==> src/rtl/srrw_pkg.sv <==
`default_nettype none

package srrw_pkg;

  localparam int SEQ_SPACE   = 256;
  localparam int SEQ_W       = $clog2(SEQ_SPACE);
  localparam int WIN_W       = 5;
  localparam int MAX_RESULTS = 32;
  localparam int CNT_W       = $clog2(MAX_RESULTS);
  localparam int LEN_W       = 10;
  localparam int STAMP_W     = 32;

  localparam logic [WIN_W-1:0] WINDOW_MAX   = WIN_W'(31);
  localparam logic [WIN_W-1:0] RX_WIN_RESET = WIN_W'(1);
  localparam logic [SEQ_W-1:0] LD_RESET     = SEQ_W'(SEQ_SPACE - 1);
  localparam logic [SEQ_W-1:0] CLEAR_LAST   = SEQ_W'(SEQ_SPACE - 1);
  localparam logic [CNT_W-1:0] RUN_MAX      = CNT_W'(MAX_RESULTS - 1);

  typedef enum logic [2:0] {
    K_DELIVER = 3'd0,
    K_ACK     = 3'd1,
    K_NACK    = 3'd2,
    K_FINAL   = 3'd3,
    K_NONE    = 3'd4
  } kind_t;

  typedef enum logic [1:0] {
    C_SINGLE,
    C_EXPECTED,
    C_IN_WINDOW
  } class_t;

  typedef enum logic [2:0] {
    S_CLEAR,
    S_IDLE,
    S_ONE,
    S_FIRST,
    S_RD,
    S_CHK,
    S_ACK,
    S_DUP
  } state_t;

endpackage

`default_nettype wire

==> src/rtl/selective_repeat_receive_window.sv <==
// Channel   Handshake               Payload
// config    cfg_wr_en               cfg_wr_data (rx_window)
// input     in_valid / in_ready     packet_ok, truncated, seq_in, payload_len, stamp_in
// output    out_valid / out_ready   kind, seq_out, stamp_out, window_out, duplicate, last
//
// After reset every address of the presence map is cleared to zero; no input is taken then.
// One input is worked at a time. A single-result item goes through S_ONE, an in-window
// item through S_DUP. An in-order packet is delivered in S_FIRST; each further delivery
// is a read (S_RD) then a check (S_CHK) of the map RAM, until a check finds the slot
// empty or the run reaches the cap of 31 deliveries; then S_ACK sends the ack.
// States that emit wait while the output register holds a transfer not yet taken.
`default_nettype none

module selective_repeat_receive_window
  import srrw_pkg::*;
(
  input  wire                clk,
  input  wire                rst,
  input  wire                cfg_wr_en,
  input  wire [WIN_W-1:0]    cfg_wr_data,
  input  wire                in_valid,
  output logic               in_ready,
  input  wire                packet_ok,
  input  wire                truncated,
  input  wire [SEQ_W-1:0]    seq_in,
  input  wire [LEN_W-1:0]    payload_len,
  input  wire [STAMP_W-1:0]  stamp_in,
  output logic               out_valid,
  input  wire                out_ready,
  output kind_t              kind,
  output logic [SEQ_W-1:0]   seq_out,
  output logic [STAMP_W-1:0] stamp_out,
  output logic [WIN_W-1:0]   window_out,
  output logic               duplicate,
  output logic               last
);

  state_t state, state_next;

  logic [WIN_W-1:0]   rx_window;
  logic [SEQ_W-1:0]   last_delivered;
  logic               transfer_done;
  logic [SEQ_W-1:0]   clr_addr;
  logic [SEQ_W-1:0]   seq_q;
  logic [STAMP_W-1:0] stamp_q;
  kind_t              one_kind;
  logic [SEQ_W-1:0]   run_seq;
  logic [CNT_W-1:0]   run_cnt;

  logic [WIN_W-1:0] win_eff;
  logic [SEQ_W-1:0] seq_dist;
  logic [SEQ_W-1:0] expected;
  class_t           cls;
  kind_t            cls_kind;
  logic             accept;
  logic             slot_free;

  logic               emit;
  kind_t              e_kind;
  logic [SEQ_W-1:0]   e_seq;
  logic [STAMP_W-1:0] e_stamp;
  logic [WIN_W-1:0]   e_win;
  logic               e_dup;
  logic               e_last;

  logic             mem_we;
  logic [SEQ_W-1:0] mem_waddr;
  logic             mem_wdata;
  logic             mem_re;
  logic [SEQ_W-1:0] mem_raddr;
  logic             mem_rdata;

  srrw_ram #(
    .WIDTH(1),
    .DEPTH(SEQ_SPACE)
  ) u_map (
    .clk  (clk),
    .we   (mem_we),
    .waddr(mem_waddr),
    .wdata(mem_wdata),
    .re   (mem_re),
    .raddr(mem_raddr),
    .rdata(mem_rdata)
  );

  assign win_eff   = (rx_window > WINDOW_MAX) ? WINDOW_MAX : rx_window;
  assign expected  = last_delivered + SEQ_W'(1);
  assign seq_dist  = seq_in - last_delivered;
  assign slot_free = !out_valid || out_ready;
  assign accept    = in_valid && in_ready;

  always_comb begin
    cls      = C_SINGLE;
    cls_kind = K_NONE;
    if (transfer_done || !packet_ok) begin
      cls_kind = K_NONE;
    end else if (truncated) begin
      cls_kind = K_NACK;
    end else if (payload_len == '0 && seq_in == expected) begin
      cls_kind = K_FINAL;
    end else if (seq_dist == SEQ_W'(1)) begin
      cls = C_EXPECTED;
    end else if (seq_dist != '0 && seq_dist <= {{(SEQ_W-WIN_W){1'b0}}, win_eff}) begin
      cls = C_IN_WINDOW;
    end
  end

  // next state
  always_comb begin
    state_next = state;
    case (state)
      S_CLEAR: begin
        if (clr_addr == CLEAR_LAST) state_next = S_IDLE;
      end
      S_IDLE: begin
        if (accept) begin
          case (cls)
            C_EXPECTED:  state_next = S_FIRST;
            C_IN_WINDOW: state_next = S_DUP;
            default:     state_next = S_ONE;
          endcase
        end
      end
      S_ONE, S_ACK, S_DUP: begin
        if (slot_free) state_next = S_IDLE;
      end
      S_FIRST: begin
        if (slot_free) state_next = S_RD;
      end
      S_RD: begin
        state_next = (run_cnt == RUN_MAX) ? S_ACK : S_CHK;
      end
      S_CHK: begin
        if (!mem_rdata) begin
          state_next = S_ACK;
        end else if (slot_free) begin
          state_next = S_RD;
        end
      end
      default: state_next = S_CLEAR;
    endcase
  end

  // outputs
  always_comb begin
    in_ready  = 1'b0;
    emit      = 1'b0;
    e_kind    = K_NONE;
    e_seq     = '0;
    e_stamp   = '0;
    e_win     = '0;
    e_dup     = 1'b0;
    e_last    = 1'b0;
    mem_we    = 1'b0;
    mem_waddr = seq_q;
    mem_wdata = 1'b0;
    mem_re    = 1'b0;
    mem_raddr = run_seq;
    case (state)
      S_CLEAR: begin
        mem_we    = 1'b1;
        mem_waddr = clr_addr;
      end
      S_IDLE: begin
        in_ready  = 1'b1;
        mem_raddr = seq_in;
        mem_re    = accept && cls == C_IN_WINDOW;
      end
      S_ONE: begin
        emit   = slot_free;
        e_kind = one_kind;
        e_last = 1'b1;
        if (one_kind != K_NONE) begin
          e_stamp = stamp_q;
          e_win   = win_eff;
          e_seq   = (one_kind == K_FINAL) ? seq_q + SEQ_W'(1) : seq_q;
        end
      end
      S_FIRST: begin
        emit   = slot_free;
        e_kind = K_DELIVER;
        e_seq  = seq_q;
        mem_we = slot_free;
      end
      S_RD: begin
        mem_re = run_cnt != RUN_MAX;
      end
      S_CHK: begin
        emit      = mem_rdata && slot_free;
        e_kind    = K_DELIVER;
        e_seq     = run_seq;
        mem_we    = mem_rdata && slot_free;
        mem_waddr = run_seq;
      end
      S_ACK: begin
        emit    = slot_free;
        e_kind  = K_ACK;
        e_seq   = expected;
        e_stamp = stamp_q;
        e_win   = win_eff;
        e_last  = 1'b1;
      end
      S_DUP: begin
        emit      = slot_free;
        e_kind    = K_ACK;
        e_seq     = expected;
        e_stamp   = stamp_q;
        e_win     = win_eff;
        e_dup     = mem_rdata;
        e_last    = 1'b1;
        mem_we    = slot_free;
        mem_wdata = 1'b1;
      end
      default: begin
        emit = 1'b0;
      end
    endcase
  end

  always_ff @(posedge clk) begin
    if (rst) begin
      state          <= S_CLEAR;
      clr_addr       <= '0;
      rx_window      <= RX_WIN_RESET;
      last_delivered <= LD_RESET;
      transfer_done  <= 1'b0;
      out_valid      <= 1'b0;
    end else begin
      state <= state_next;
      if (state == S_CLEAR) clr_addr <= clr_addr + SEQ_W'(1);
      if (cfg_wr_en) rx_window <= cfg_wr_data;
      if (accept && cls == C_SINGLE && cls_kind == K_FINAL) transfer_done <= 1'b1;
      if (emit && e_kind == K_DELIVER) last_delivered <= e_seq;
      if (emit) begin
        out_valid <= 1'b1;
      end else if (out_ready) begin
        out_valid <= 1'b0;
      end
    end
  end

  always_ff @(posedge clk) begin
    if (accept) begin
      seq_q    <= seq_in;
      stamp_q  <= stamp_in;
      one_kind <= cls_kind;
    end
    if (emit && e_kind == K_DELIVER) begin
      run_seq <= e_seq + SEQ_W'(1);
      run_cnt <= (state == S_FIRST) ? CNT_W'(1) : run_cnt + CNT_W'(1);
    end
    if (emit) begin
      kind       <= e_kind;
      seq_out    <= e_seq;
      stamp_out  <= e_stamp;
      window_out <= e_win;
      duplicate  <= e_dup;
      last       <= e_last;
    end
  end

  a_no_rw_clash: assert property (@(posedge clk) disable iff (rst)
    mem_we && mem_re |-> mem_waddr != mem_raddr)
    else $error("map read and write collide");

  a_run_cap: assert property (@(posedge clk) disable iff (rst)
    state == S_CHK |-> run_cnt < RUN_MAX)
    else $error("delivery run beyond cap");

  a_done_quiet: assert property (@(posedge clk) disable iff (rst)
    emit && transfer_done |-> e_kind == K_NONE || e_kind == K_FINAL)
    else $error("response after end of transfer");

  a_ld_follows: assert property (@(posedge clk) disable iff (rst)
    emit && e_kind == K_DELIVER |=> last_delivered == $past(e_seq))
    else $error("last delivered not updated");

endmodule

`default_nettype wire

==> src/rtl/srrw_ram.sv <==
`default_nettype none

module srrw_ram #(
  parameter int WIDTH = 1,
  parameter int DEPTH = 256
) (
  input  wire                     clk,
  input  wire                     we,
  input  wire [$clog2(DEPTH)-1:0] waddr,
  input  wire [WIDTH-1:0]         wdata,
  input  wire                     re,
  input  wire [$clog2(DEPTH)-1:0] raddr,
  output logic [WIDTH-1:0]        rdata
);

  logic [WIDTH-1:0] mem [DEPTH];

  always_ff @(posedge clk) begin
    if (we) begin
      mem[waddr] <= wdata;
    end
    if (re) begin
      rdata <= mem[raddr];
    end
  end

endmodule

`default_nettype wire

==> config.mk <==
export PLATFORM = sky130hd
export DESIGN_NAME = selective_repeat_receive_window
export DESIGN_NICKNAME = d
export VERILOG_FILES = /design/src/rtl/srrw_pkg.sv /design/src/rtl/selective_repeat_receive_window.sv /design/src/rtl/srrw_ram.sv
export SDC_FILE = /design/constraint.sdc
export NUM_CORES = 1
export LEC_CHECK = 0
export ABC_AREA = 1
export BUFFER_PORTS_ARGS = -buffer_cell sky130_fd_sc_hd__buf_2
export CAP_MARGIN = 20
export CORE_MARGIN = 3
export CORE_UTILIZATION = 41
export CTS_BUF_LIST = sky130_fd_sc_hd__clkbuf_2 sky130_fd_sc_hd__clkbuf_4 sky130_fd_sc_hd__clkbuf_8
export CTS_CLUSTER_SIZE = 30
export DETAILED_ROUTE_END_ITERATION = 12
export GPL_ROUTABILITY_DRIVEN = 0
export PLACE_DENSITY = 0.67
export SYNTH_ARGS = -nofsm -noshare
export SYNTH_HDL_FRONTEND = slang
export SYNTH_SLANG_ARGS = --single-unit
==> constraint.sdc <==
create_clock -name clk -period 15.4 [get_ports clk]
set_clock_uncertainty 0.1 [all_clocks]
set_input_delay 3.08 -clock clk [delete_from_list [all_inputs] [get_ports clk]]
set_output_delay 3.08 -clock clk [all_outputs]
set_load 0.02 [all_outputs]
==> results of run 1 <==
==> synthesized netlist by cell type, drive strengths merged (3+ instances only) <==
| library cell | count | area share, % |
|---|---|---|
| a21oi | 40 | 1.3 |
| buf | 63 | 1.8 |
| clkbuf | 28 | 0.56 |
| dfxtp | 26 | 2.8 |
| edfxtp | 363 | 59 |
| ha | 19 | 1.3 |
| inv | 268 | 5.4 |
| nand2 | 446 | 9.1 |
| nand3 | 224 | 6.1 |
| nand3b | 16 | 0.65 |
| nand4 | 6 | 0.24 |
| nor2 | 373 | 7.9 |
| nor3 | 16 | 0.49 |
| nor3b | 3 | 0.12 |
| nor4 | 3 | 0.18 |
| o2111ai | 4 | 0.19 |
| o21ai | 56 | 1.6 |
| xnor2 | 6 | 0.28 |
| xor2 | 19 | 0.89 |
==> worst max-delay path by stage <==
stage              start      endpoint  slack, ns  cells after the start
2_1_floorplan   state[0]  u_map.mem[0]       7.39                      3
3_3_place_gp   seq_in[0]   u_map.rdata       8.92                     13
3_5_place_dp   seq_in[0]   u_map.rdata       8.86                     13
4_1_cts        seq_in[0]   u_map.rdata       9.51                     13
5_1_grt        seq_in[0]   u_map.rdata       9.42                     14
6_report       seq_in[0]   u_map.rdata       9.66                     14
==> report_power, final <==
group	leakage [nW]	switching, W	internal, W
combinational	3.69	0.000187	0.0000594
sequential	4.17	0.00000535	0.00115
clock	0.666	0.000422	0.000505
total	8.52	0.000614	0.00172
==> tightest hold or removal path, cell delays in order, from the launching register on <==
cell     delay [ns]
dfxtp_1        0.30
inv_1          0.06
a21oi_1        0.06
==> through the flow <==
step | instance area (sq um) | hold WS, ns | setup WS, ns
6_report | 21050 | 0.3652 | 9.659
5_1_grt | 21050 | 0.3793 | 9.415
4_1_cts | 20950 | 0.3680 | 9.514
3_5_place_dp | 19650 | 0.3585 | 8.862
3_3_place_gp | 19650 | 0.3462 | 8.916
2_1_floorplan | 18610 | 0.3354 | 7.394
==> cell usage in the layout, fill, tap and decap left out, types with 17 or more instances in the layout <==
cell      instances
nor2_1          361
nand2_1         439
clkbuf_8         69
inv_1           255
ha_1             19
nand3_1         222
dfxtp_1          26
xor2_1           19
clkinv_1         17
o21ai_0          47
clkbuf_4         23
buf_2           113
a21oi_1          31
edfxtp_1        363
==> cell type report <==
cell class,count,area share [%]
multi-input combinational,1244,27.55
clock inverter,25,0.8144
tap,592,3.519
inverter,268,4.779
sequential,389,54.26
timing repair buffer,133,3.745
clock buffer,92,5.332
==> sequential cells by signal, summed over array words and instances (netlist names), 3 cells and up <==
signal          cells
state               3
run_cnt             5
seq_q               8
seq_out             8
rx_window           5
kind                3
last_delivered      8
run_seq             8
one_kind            3
stamp_q            32
u_map.mem         256
clr_addr            8
stamp_out          32
window_out          5
==> per-layer routing <==
metal	routed length [um]	GRT usage, %
met3	4263	4.971
met2	23210	33.59
met5	7	0
met4	1795	9.548
met1	19140	24.98
==> logic make-up (layout without fill, tap and decap cells) <==
family,after synthesis,in the layout
fa+ha+maj,20,20
compound gates,110,110
flops,389,389
simple gates,1089,1089
buf+inv,359,518
xor+xnor,25,25
==> summary.txt, run 1 <==
Status
  • Status: completed

Critical path
  • Worst r2r src: state[0]
  • Most used cell, CP: nand3_1
  • Arr. time, crit path: 6.00 ns
  • Buf/Inv on CP: 3
  • CP max stage cell: nand2_4
  • R2R Setup Slk: 11.58 ns
  • Worst setup SP type: input pin
  • CP Capture Type: flop
  • CP top delay family: simple AND/OR/NAND/NOR gates
  • Critical path class: input pin to flop
  • Crit-path cells: buf_2 > nand4_2 > nand2_4 > buf_4 > buf_16 > nand2_1 > nand3_1 > nand3_1 > nand3_1 > nand3_1 > nand3_1 > nand3_1 > nand3_1 > nand2_1
  • Required time of the critical path: 15.66 ns
  • FF-to-FF End: u_map.rdata
  • Slowest stage delay, CP: 0.55 ns
  • Worst-path fanout max: 80
  • R2R cell count: 13

Detailed routing
  • Wire per inst: 17.65 um
  • Antenna viol nets, final: 0
  • Iteration count of the initial detailed-routing pass: 5
  • Wirelength, routed: 48.42 mm
  • Number of remaining DRC errors: 0
  • Initial DRC Count: 1275
  • Average vias per placed instance: 5.174
  • Via count: 14190

Global route
  • Total GRT Usage: 20.27%
  • Grt total ovfl: 0
  • Vias in the first global route: 14170
  • Largest net degree at the start of global routing: 137
  • First-pass GRT wire length: 75.49 mm
  • Initial antenna violation count: 1

Floorplan
  • Initial Utilization: 41.80%
  • Chip Width: 219.0 um
  • Die H: 219.0 um
  • Die ar.: 0.04797 sq mm
  • I/O pin total: 114
  • Core box area: 0.04451 sq mm
  • Rows: 77

Clock tree
  • Max H-tree Level: 3
  • Gates resized, CTS repair: 0
  • Clk_lat worst skew: 0.61 ns
  • Num CTS Buffers: 67
  • CTS clock-pin slew for the worst setup and hold paths: 0.06 ns
  • CTS Hold Bufs: 0
  • CTS tree: built
  • Clk sink count: 389
  • CTS max path bufs: 3
  • Setup Buffers After CTS: 0
  • Root buffer cell: clkbuf_8

STA
  • Part of the cycle the worst path needs: 37.28%
  • Minimum clock period: 5.741 ns
  • RSZ-0062 raised after global routing: no
  • Max_slew headroom: 24.43%
  • Fin. Hold Viols: 0
  • Slew Limit Fails: 0
  • Slew at the pin closest to its max-slew limit: 1.131 ns
  • Setup-failing EPs final: 0
  • Fmax: 174.2 MHz
  • Setup TNS Final: 0 ns

Synth
  • Post-Synth Simple-Gate Area: 24.79%
  • Largest family of logic cells by synthesized area: simple AND/OR/NAND/NOR gates
  • Syn Area/Cell: 9.341 sq um
  • Synth Area in Compound Gates: 3.503%
  • Ys Warns: 0
  • Post-synthesis cell area: 0.01861 sq mm
  • Sequential element share of the synthesized area: 61.38%
  • Ys async rst share: 0%
  • Mapped Nets: 2074
  • #FFs+latches synth: 389
  • Netlist cell types: 46
  • Post-synthesis adder-cell area fraction: 1.385%
  • Synth Flop Type: edfxtp_1
  • Post-Synth XOR/XNOR Area: 1.177%
  • Post-synth EDFFs: 363
  • Proportion of synthesized area in mux cells: 0%
  • Cell count after synthesis: 1992

Worst hold path
  • Hold Path End: transfer_done
  • Min-Delay Startpoint: transfer_done
  • Hold WC Path Type: flop to flop
  • Hold path depth: 2

Finish
  • Post-Layout Cell Count: 2743
  • Final net count: 2185
  • Share of layout cells above drive strength 1: 13.16%
  • Sequential Area: 0.01142 sq mm
  • Layout Area Growth over Synthesis: 13.12%
  • Multi-input logic area: 0.005798 sq mm
  • Final core occ: 47.29%
  • Fill count: 4122
  • Diodes inserted: 0

Run
  • Max-cap viol count: 0

Placement
  • Dpl hpwl: 28.34 mm
  • I/O Buffers: 113
  • Placed insts: 2622

Power
  • Overall power: 0.002332 W
  • Leak pwr: 8.524 nW
  • Peak VDD IR: 0.08313 mV
  • Pwr per Cell Area: 110.8 mW/mm^2
(Power assumes the default switching activity.)
==> run 2, diff against run 1 <==
clock period = 5.6 ns   (was 15.4 ns; I/O delays follow)
==> summary.txt, run 2 (synthesized netlist as in run 1, its figures left out) <==
Status
  • Status: completed

Power
  • Overall power: 0.006393 W (+170%)
  • Peak VDD IR: 0.1799 mV (+120%)
  • Pwr per Cell Area: 304.0 mW/mm^2 (+170%)
  • Leak pwr: 8.539 nW (+0.17%)

Critical path
  • Worst setup SP type: flop
  • Arr. time, crit path: 4.02 ns (-1.98 ns)
  • Required time of the critical path: 5.81 ns (-9.85 ns)
  • R2R cell count: 14 (+1)
  • R2R Setup Slk: 1.79 ns (-9.79 ns)
  • Worst-path fanout max: 47 (-41%)
  • CP Capture Type: flop
  • Worst r2r src: state[1]
  • Crit. Startpoint: state[1]
  • CP endpoint: u_map.rdata
  • Critical path class: flop to flop
  • FF-to-FF End: u_map.rdata

Floorplan
  • Initial Utilization: 41.80% (unchanged)
  • Die H: 219.0 um (unchanged)
  • Rows: 77 (unchanged)
  • I/O pin total: 114 (unchanged)
  • Core box area: 0.04451 sq mm (unchanged)
  • Die ar.: 0.04797 sq mm (unchanged)
  • Chip Width: 219.0 um (unchanged)

Clock tree
  • CTS tree: built
  • CTS Hold Bufs: 0 (unchanged)
  • CTS clock-pin slew for the worst setup and hold paths: 0.06 ns (about the same)
  • Gates resized, CTS repair: 0 (unchanged)
  • Num CTS Buffers: 67 (unchanged)
  • Root buffer cell: clkbuf_8
  • Clk sink count: 389 (unchanged)
  • Clk_lat worst skew: 0.62 ns (about the same)
  • Max H-tree Level: 3 (unchanged)
  • Setup Buffers After CTS: 0 (unchanged)
  • CTS max path bufs: 3 (unchanged)

Finish
  • Most common cell after layout, fill and taps aside: nand2_1
  • Largest registers: u_map.mem (256), stamp_out (32), stamp_q (32)
  • Final net count: 2184 (-0.046%)
  • Largest reg by FF count: u_map.mem
  • Commonest non-fill, non-tap cells in the layout: nand2_1, edfxtp_1, nor2_1
  • Diodes inserted: 0 (unchanged)
  • Layout Area Growth over Synthesis: 13.03% (about the same)
  • Final instance area: 0.02103 sq mm (about the same)
  • Max reg flops: 256 (unchanged)
  • Share of layout cells above drive strength 1: 13.62% (+0.46 points)

STA
  • Max_slew headroom: 23.55% (-0.88 points)
  • Slew Limit Fails: 0 (unchanged)
  • Fmax: 262.5 MHz
  • Part of the cycle the worst path needs: 68.04%
  • Minimum clock period: 3.810 ns
  • Slew at the pin closest to its max-slew limit: 1.147 ns (+0.01599 ns)
  • Setup TNS Final: 0 ns (unchanged)
  • RSZ-0062 raised after global routing: no
  • Setup-failing EPs final: 0 (unchanged)
  • Fin. Hold Viols: 0 (unchanged)

Global route
  • Total GRT Usage: 20.05% (-0.21 points)
  • Grt total ovfl: 0 (unchanged)
  • First-pass GRT wire length: 75.03 mm (-0.61%)
  • Largest net degree at the start of global routing: 257 (+88%)
  • Vias in the first global route: 14020 (-1.0%)
  • Initial antenna violation count: 0 (-1)

Worst hold path
  • Hold WC Path Type: flop to flop

Placement
  • Post-DP Area: 0.01973 sq mm (+0.41%)
  • Dpl hpwl: 28.30 mm (-0.14%)
  • I/O Buffers: 113 (unchanged)

Detailed routing
  • Initial DRC Count: 1507 (+18%)
  • Via count: 14190 (-0.035%)
  • Number of remaining DRC errors: 0 (unchanged)
  • Wirelength, routed: 47.65 mm (-1.6%)
  • Antenna viol nets, final: 0 (unchanged)
  • Average vias per placed instance: 5.170 (about the same)
  • Wire per inst: 17.37 um (-1.6%)
  • Iteration count of the initial detailed-routing pass: 7 (+2)

Run
  • Max-cap viol count: 0 (unchanged)
==> run 2: cell count changes in the layout (fill, tap and decap cells not counted) <==
cell | previous run | this run
inv_8 | 0 | 1
clkinv_2 | 0 | 9
buf_12 | 1 | 3
clkinv_1 | 17 | 8
buf_16 | 3 | 1
bufinv_16 | 2 | 1
inv_6 | 2 | 1
clkinvlp_4 | 4 | 3
buf_4 | 16 | 15
clkbuf_4 | 23 | 27
==> run 2: worst max-delay path, stage by stage, from the launching register on <==
cell     delay [ns]
dfxtp_1        0.51
inv_2          0.15
nand3_4        0.27
nand2_2        0.35
nand2_4        0.50
buf_4          0.52
o21ai_0        0.14
nand2_1        0.07
nand3_1        0.09
nand3_1        0.12
nand3_1        0.09
nand3_1        0.12
nand3_1        0.17
nand3_1        0.14
nand2_1        0.14
==> run 2: through the flow <==
step	setup WS, ns	utilization [%]	std cells	hold slack (ns)
finish	1.790	47.25	2744	0.3625
global route	1.474	47.25	2744	0.4222
CTS	1.825	47.25	2744	0.3617
detailed placement	1.598	44.33	2625	0.3537
global placement	1.625	44.27	2624	0.3493
floorplan	0.3422	-	1992	0.3354
==> run 2: how the worst min path moves through the flow <==
| stage | slack, ns | to | cells past startpoint | startpoint |
|---|---|---|---|---|
| after floorplan | 0.34 | transfer_done | 2 | transfer_done |
| after global placement | 0.35 | transfer_done | 2 | transfer_done |
| after detailed placement | 0.35 | transfer_done | 2 | transfer_done |
| after CTS | 0.36 | transfer_done | 2 | transfer_done |
| after global routing | 0.42 | transfer_done | 2 | transfer_done |
| final | 0.36 | transfer_done | 2 | transfer_done |
==> run 2: layout make-up <==
cell class | instances | area (sq um)
multi-input combinational | 1244 | 5798
clock buffer | 96 | 1152
sequential | 389 | 11420
timing repair buffer | 132 | 765.7
tap | 592 | 740.7
clock inverter | 23 | 147.6
inverter | 268 | 1006
fill | 4153 | 23480
==> run 2: layer usage <==
layer	part of all wire, %	track usage (%)	vias up
li1	-	-	6696
met4	3.3	8.274	0
met3	9.2	4.445	111
met5	0	0	-
met1	40	25.37	6739
met2	48	33.40	640
==> run 2: where the power goes <==
| group | internal, W | switching, W | total, W |
|---|---|---|---|
| registers | 0.00317 | 0.0000145 | 0.00319 |
| logic | 0.000168 | 0.000514 | 0.000682 |
| clock network | 0.00138 | 0.00115 | 0.00253 |
| total | 0.00472 | 0.00168 | 0.00639 |
==> run 3, diff against run 2 <==
clock period = 3.8 ns   (was 5.6 ns; I/O delays follow)
==> summary.txt, run 3 (synthesized netlist as in run 1, its figures left out) <==
Power
  • Leak pwr: 8.663 nW (+1.5%)
  • Peak VDD IR: 0.3437 mV (+91%)
  • Pwr per Cell Area: 447.4 mW/mm^2 (+47%)

Finish
  • Final net count: 2209 (+1.1%)
  • Sequential Area: 0.01142 sq mm (unchanged)
  • Share of layout cells above drive strength 1: 14.31% (+0.70 points)
  • Largest reg by FF count: u_map.mem
  • Commonest non-fill, non-tap cells in the layout: nand2_1, edfxtp_1, nor2_1
  • Largest registers: u_map.mem (256), stamp_out (32), stamp_q (32)
  • Fill count: 4217 (+1.5%)
  • Max reg flops: 256 (unchanged)
  • Most common cell after layout, fill and taps aside: nand2_1
  • Final instance area: 0.02127 sq mm (+1.1%)
  • Diodes inserted: 0 (unchanged)
  • Layout Area Growth over Synthesis: 14.30%
  • Multi-input logic area: 0.005798 sq mm (unchanged)
  • Final core occ: 47.78% (+0.53 points)

Clock tree
  • Clk_lat worst skew: 0.64 ns (+0.02 ns)
  • Setup Buffers After CTS: 0 (unchanged)
  • CTS clock-pin slew for the worst setup and hold paths: 0.06 ns (about the same)
  • CTS tree: built
  • Max H-tree Level: 3 (unchanged)
  • Gates resized, CTS repair: 0 (unchanged)
  • CTS Hold Bufs: 0 (unchanged)
  • Clk sink count: 389 (unchanged)
  • Num CTS Buffers: 67 (unchanged)
  • Root buffer cell: clkbuf_8
  • CTS max path bufs: 3 (unchanged)

Placement
  • Dpl hpwl: 29.45 mm (+4.1%)
  • Post-DP Area: 0.01995 sq mm (+1.1%)
  • I/O Buffers: 113 (unchanged)

Detailed routing
  • Wirelength, routed: 47.68 mm (about the same)
  • Iteration count of the initial detailed-routing pass: 6 (-1)
  • Average vias per placed instance: 5.158 (-0.23%)
  • Number of remaining DRC errors: 0 (unchanged)
  • Via count: 14260 (+0.53%)
  • Wire per inst: 17.24 um (-0.71%)
  • Antenna viol nets, final: 0 (unchanged)
  • Initial DRC Count: 1367 (-9.3%)

Status
  • Status: completed

Critical path
  • Crit-path cells: nand2_1 > nor2_4 > nand2_1 > nand2_4 > buf_4 > nand2_1 > nand3_1 > nand3_1 > nand3_1 > nand3_1 > nand3_1 > nand3_1 > nand3_1 > nand2_1
  • Arr. time, crit path: 3.48 ns (-0.54 ns)
  • Worst-path fanout max: 32 (-32%)
  • CP Capture Type: flop
  • Worst setup SP type: flop
  • CP top delay family: simple AND/OR/NAND/NOR gates
  • Required time of the critical path: 4.02 ns (-1.79 ns)
  • CP max stage cell: dfxtp_1
  • Most used cell, CP: nand3_1
  • Buf/Inv on CP: 1 (-1)
  • Slowest stage delay, CP: 0.59 ns (+0.07 ns)
  • Critical path class: flop to flop

Floorplan
  • Initial Utilization: 41.80% (unchanged)
  • I/O pin total: 114 (unchanged)
  • Die H: 219.0 um (unchanged)
  • Core box area: 0.04451 sq mm (unchanged)
  • Chip Width: 219.0 um (unchanged)
  • Rows: 77 (unchanged)
  • Die ar.: 0.04797 sq mm (unchanged)

STA
  • Max_slew headroom: 33.96% (+10 points)
  • Part of the cycle the worst path needs: 85.65% (+18 points)
  • Fmax: 307.2 MHz (+17%)
  • Setup-failing EPs final: 0 (unchanged)
  • Slew Limit Fails: 0 (unchanged)
  • RSZ-0062 raised after global routing: no
  • Slew at the pin closest to its max-slew limit: 0.9869 ns (-0.1598 ns)
  • Minimum clock period: 3.255 ns (-0.5554 ns)
  • Setup TNS Final: 0 ns (unchanged)
  • Fin. Hold Viols: 0 (unchanged)

Global route
  • Vias in the first global route: 14120 (+0.71%)
  • First-pass GRT wire length: 75.76 mm (+0.97%)
  • Initial antenna violation count: 1 (+1)
  • Grt total ovfl: 0 (unchanged)
  • Total GRT Usage: 20.21% (+0.16 points)
  • Largest net degree at the start of global routing: 105 (-59%)

Worst hold path
  • Hold WC Path Type: input pin to flop

Run
  • Max-cap viol count: 0 (unchanged)
## run 3: cell count changes in the layout (fill, tap and decap cells not counted)
cell	delta
clkbuf_4	-10
clkinvlp_4	-2
bufinv_16	+1
clkinv_2	-2
buf_12	+4
buf_16	-1
clkinv_1	+3
buf_4	+22
inv_6	+1
clkbuf_8	+5
## run 3: metal layers
metal | global-route usage, % | up-vias | share of wire (%)
met5 | 0 | - | 0
met4 | 8.015 | 0 | 3.1
met3 | 4.929 | 118 | 9.4
met2 | 33.97 | 614 | 48
met1 | 25.14 | 6784 | 40
li1 | - | 6745 | -
## run 3: path summary, 6_finish.rpt
| check | start | to | slack [ns] | cells past startpoint |
|---|---|---|---|---|
| worst max-delay path | state[0] | u_map.rdata | 0.55 | 14 |
| worst min-delay path | stamp_in[25] | stamp_q[25] | 0.23 | 1 |
| worst max register to register | state[0] | u_map.rdata | 0.55 | 14 |
| worst min register to register | transfer_done | transfer_done | 0.37 | 2 |
## run 3: through the flow
step	total power, W	instances	setup slack (ns)	hold WS [ns]
2_1_floorplan	0.005414	1992	0.3639	0.3354
6_report	0.009515	2765	0.5453	0.2256
3_5_place_dp	0.005795	2650	0.2128	0.3566
4_1_cts	0.009606	2765	0.5850	0.1703
3_3_place_gp	0.005783	2650	0.1951	0.3497
5_1_grt	0.009900	2765	0.3501	0.1925
## run 3: area by class of cell
cell class | count | share of cell area [%]
clock buffers | 91 | 5.389
clock inverters | 24 | 0.8119
inverters | 268 | 4.730
multi-input cells | 1244 | 27.26
flip-flops and latches | 389 | 53.70
well taps | 592 | 3.483
repair buffers | 157 | 4.624
## run 3: worst register-to-register path: stages, from the launching register on
cell	delay, ns
dfxtp_1	0.59
nand2_1	0.19
nor2_4	0.25
nand2_1	0.18
nand2_4	0.39
buf_4	0.30
nand2_1	0.07
nand3_1	0.08
nand3_1	0.09
nand3_1	0.10
nand3_1	0.12
nand3_1	0.17
nand3_1	0.10
nand3_1	0.09
nand2_1	0.14
## run 3: power breakdown
| group | internal [W] | switching, W | leakage (nW) |
|---|---|---|---|
| Combinational | 0.000281 | 0.000741 | 3.79 |
| Clock | 0.00209 | 0.00170 | 0.698 |
| Sequential | 0.00467 | 0.0000216 | 4.17 |
| Total | 0.00705 | 0.00247 | 8.66 |
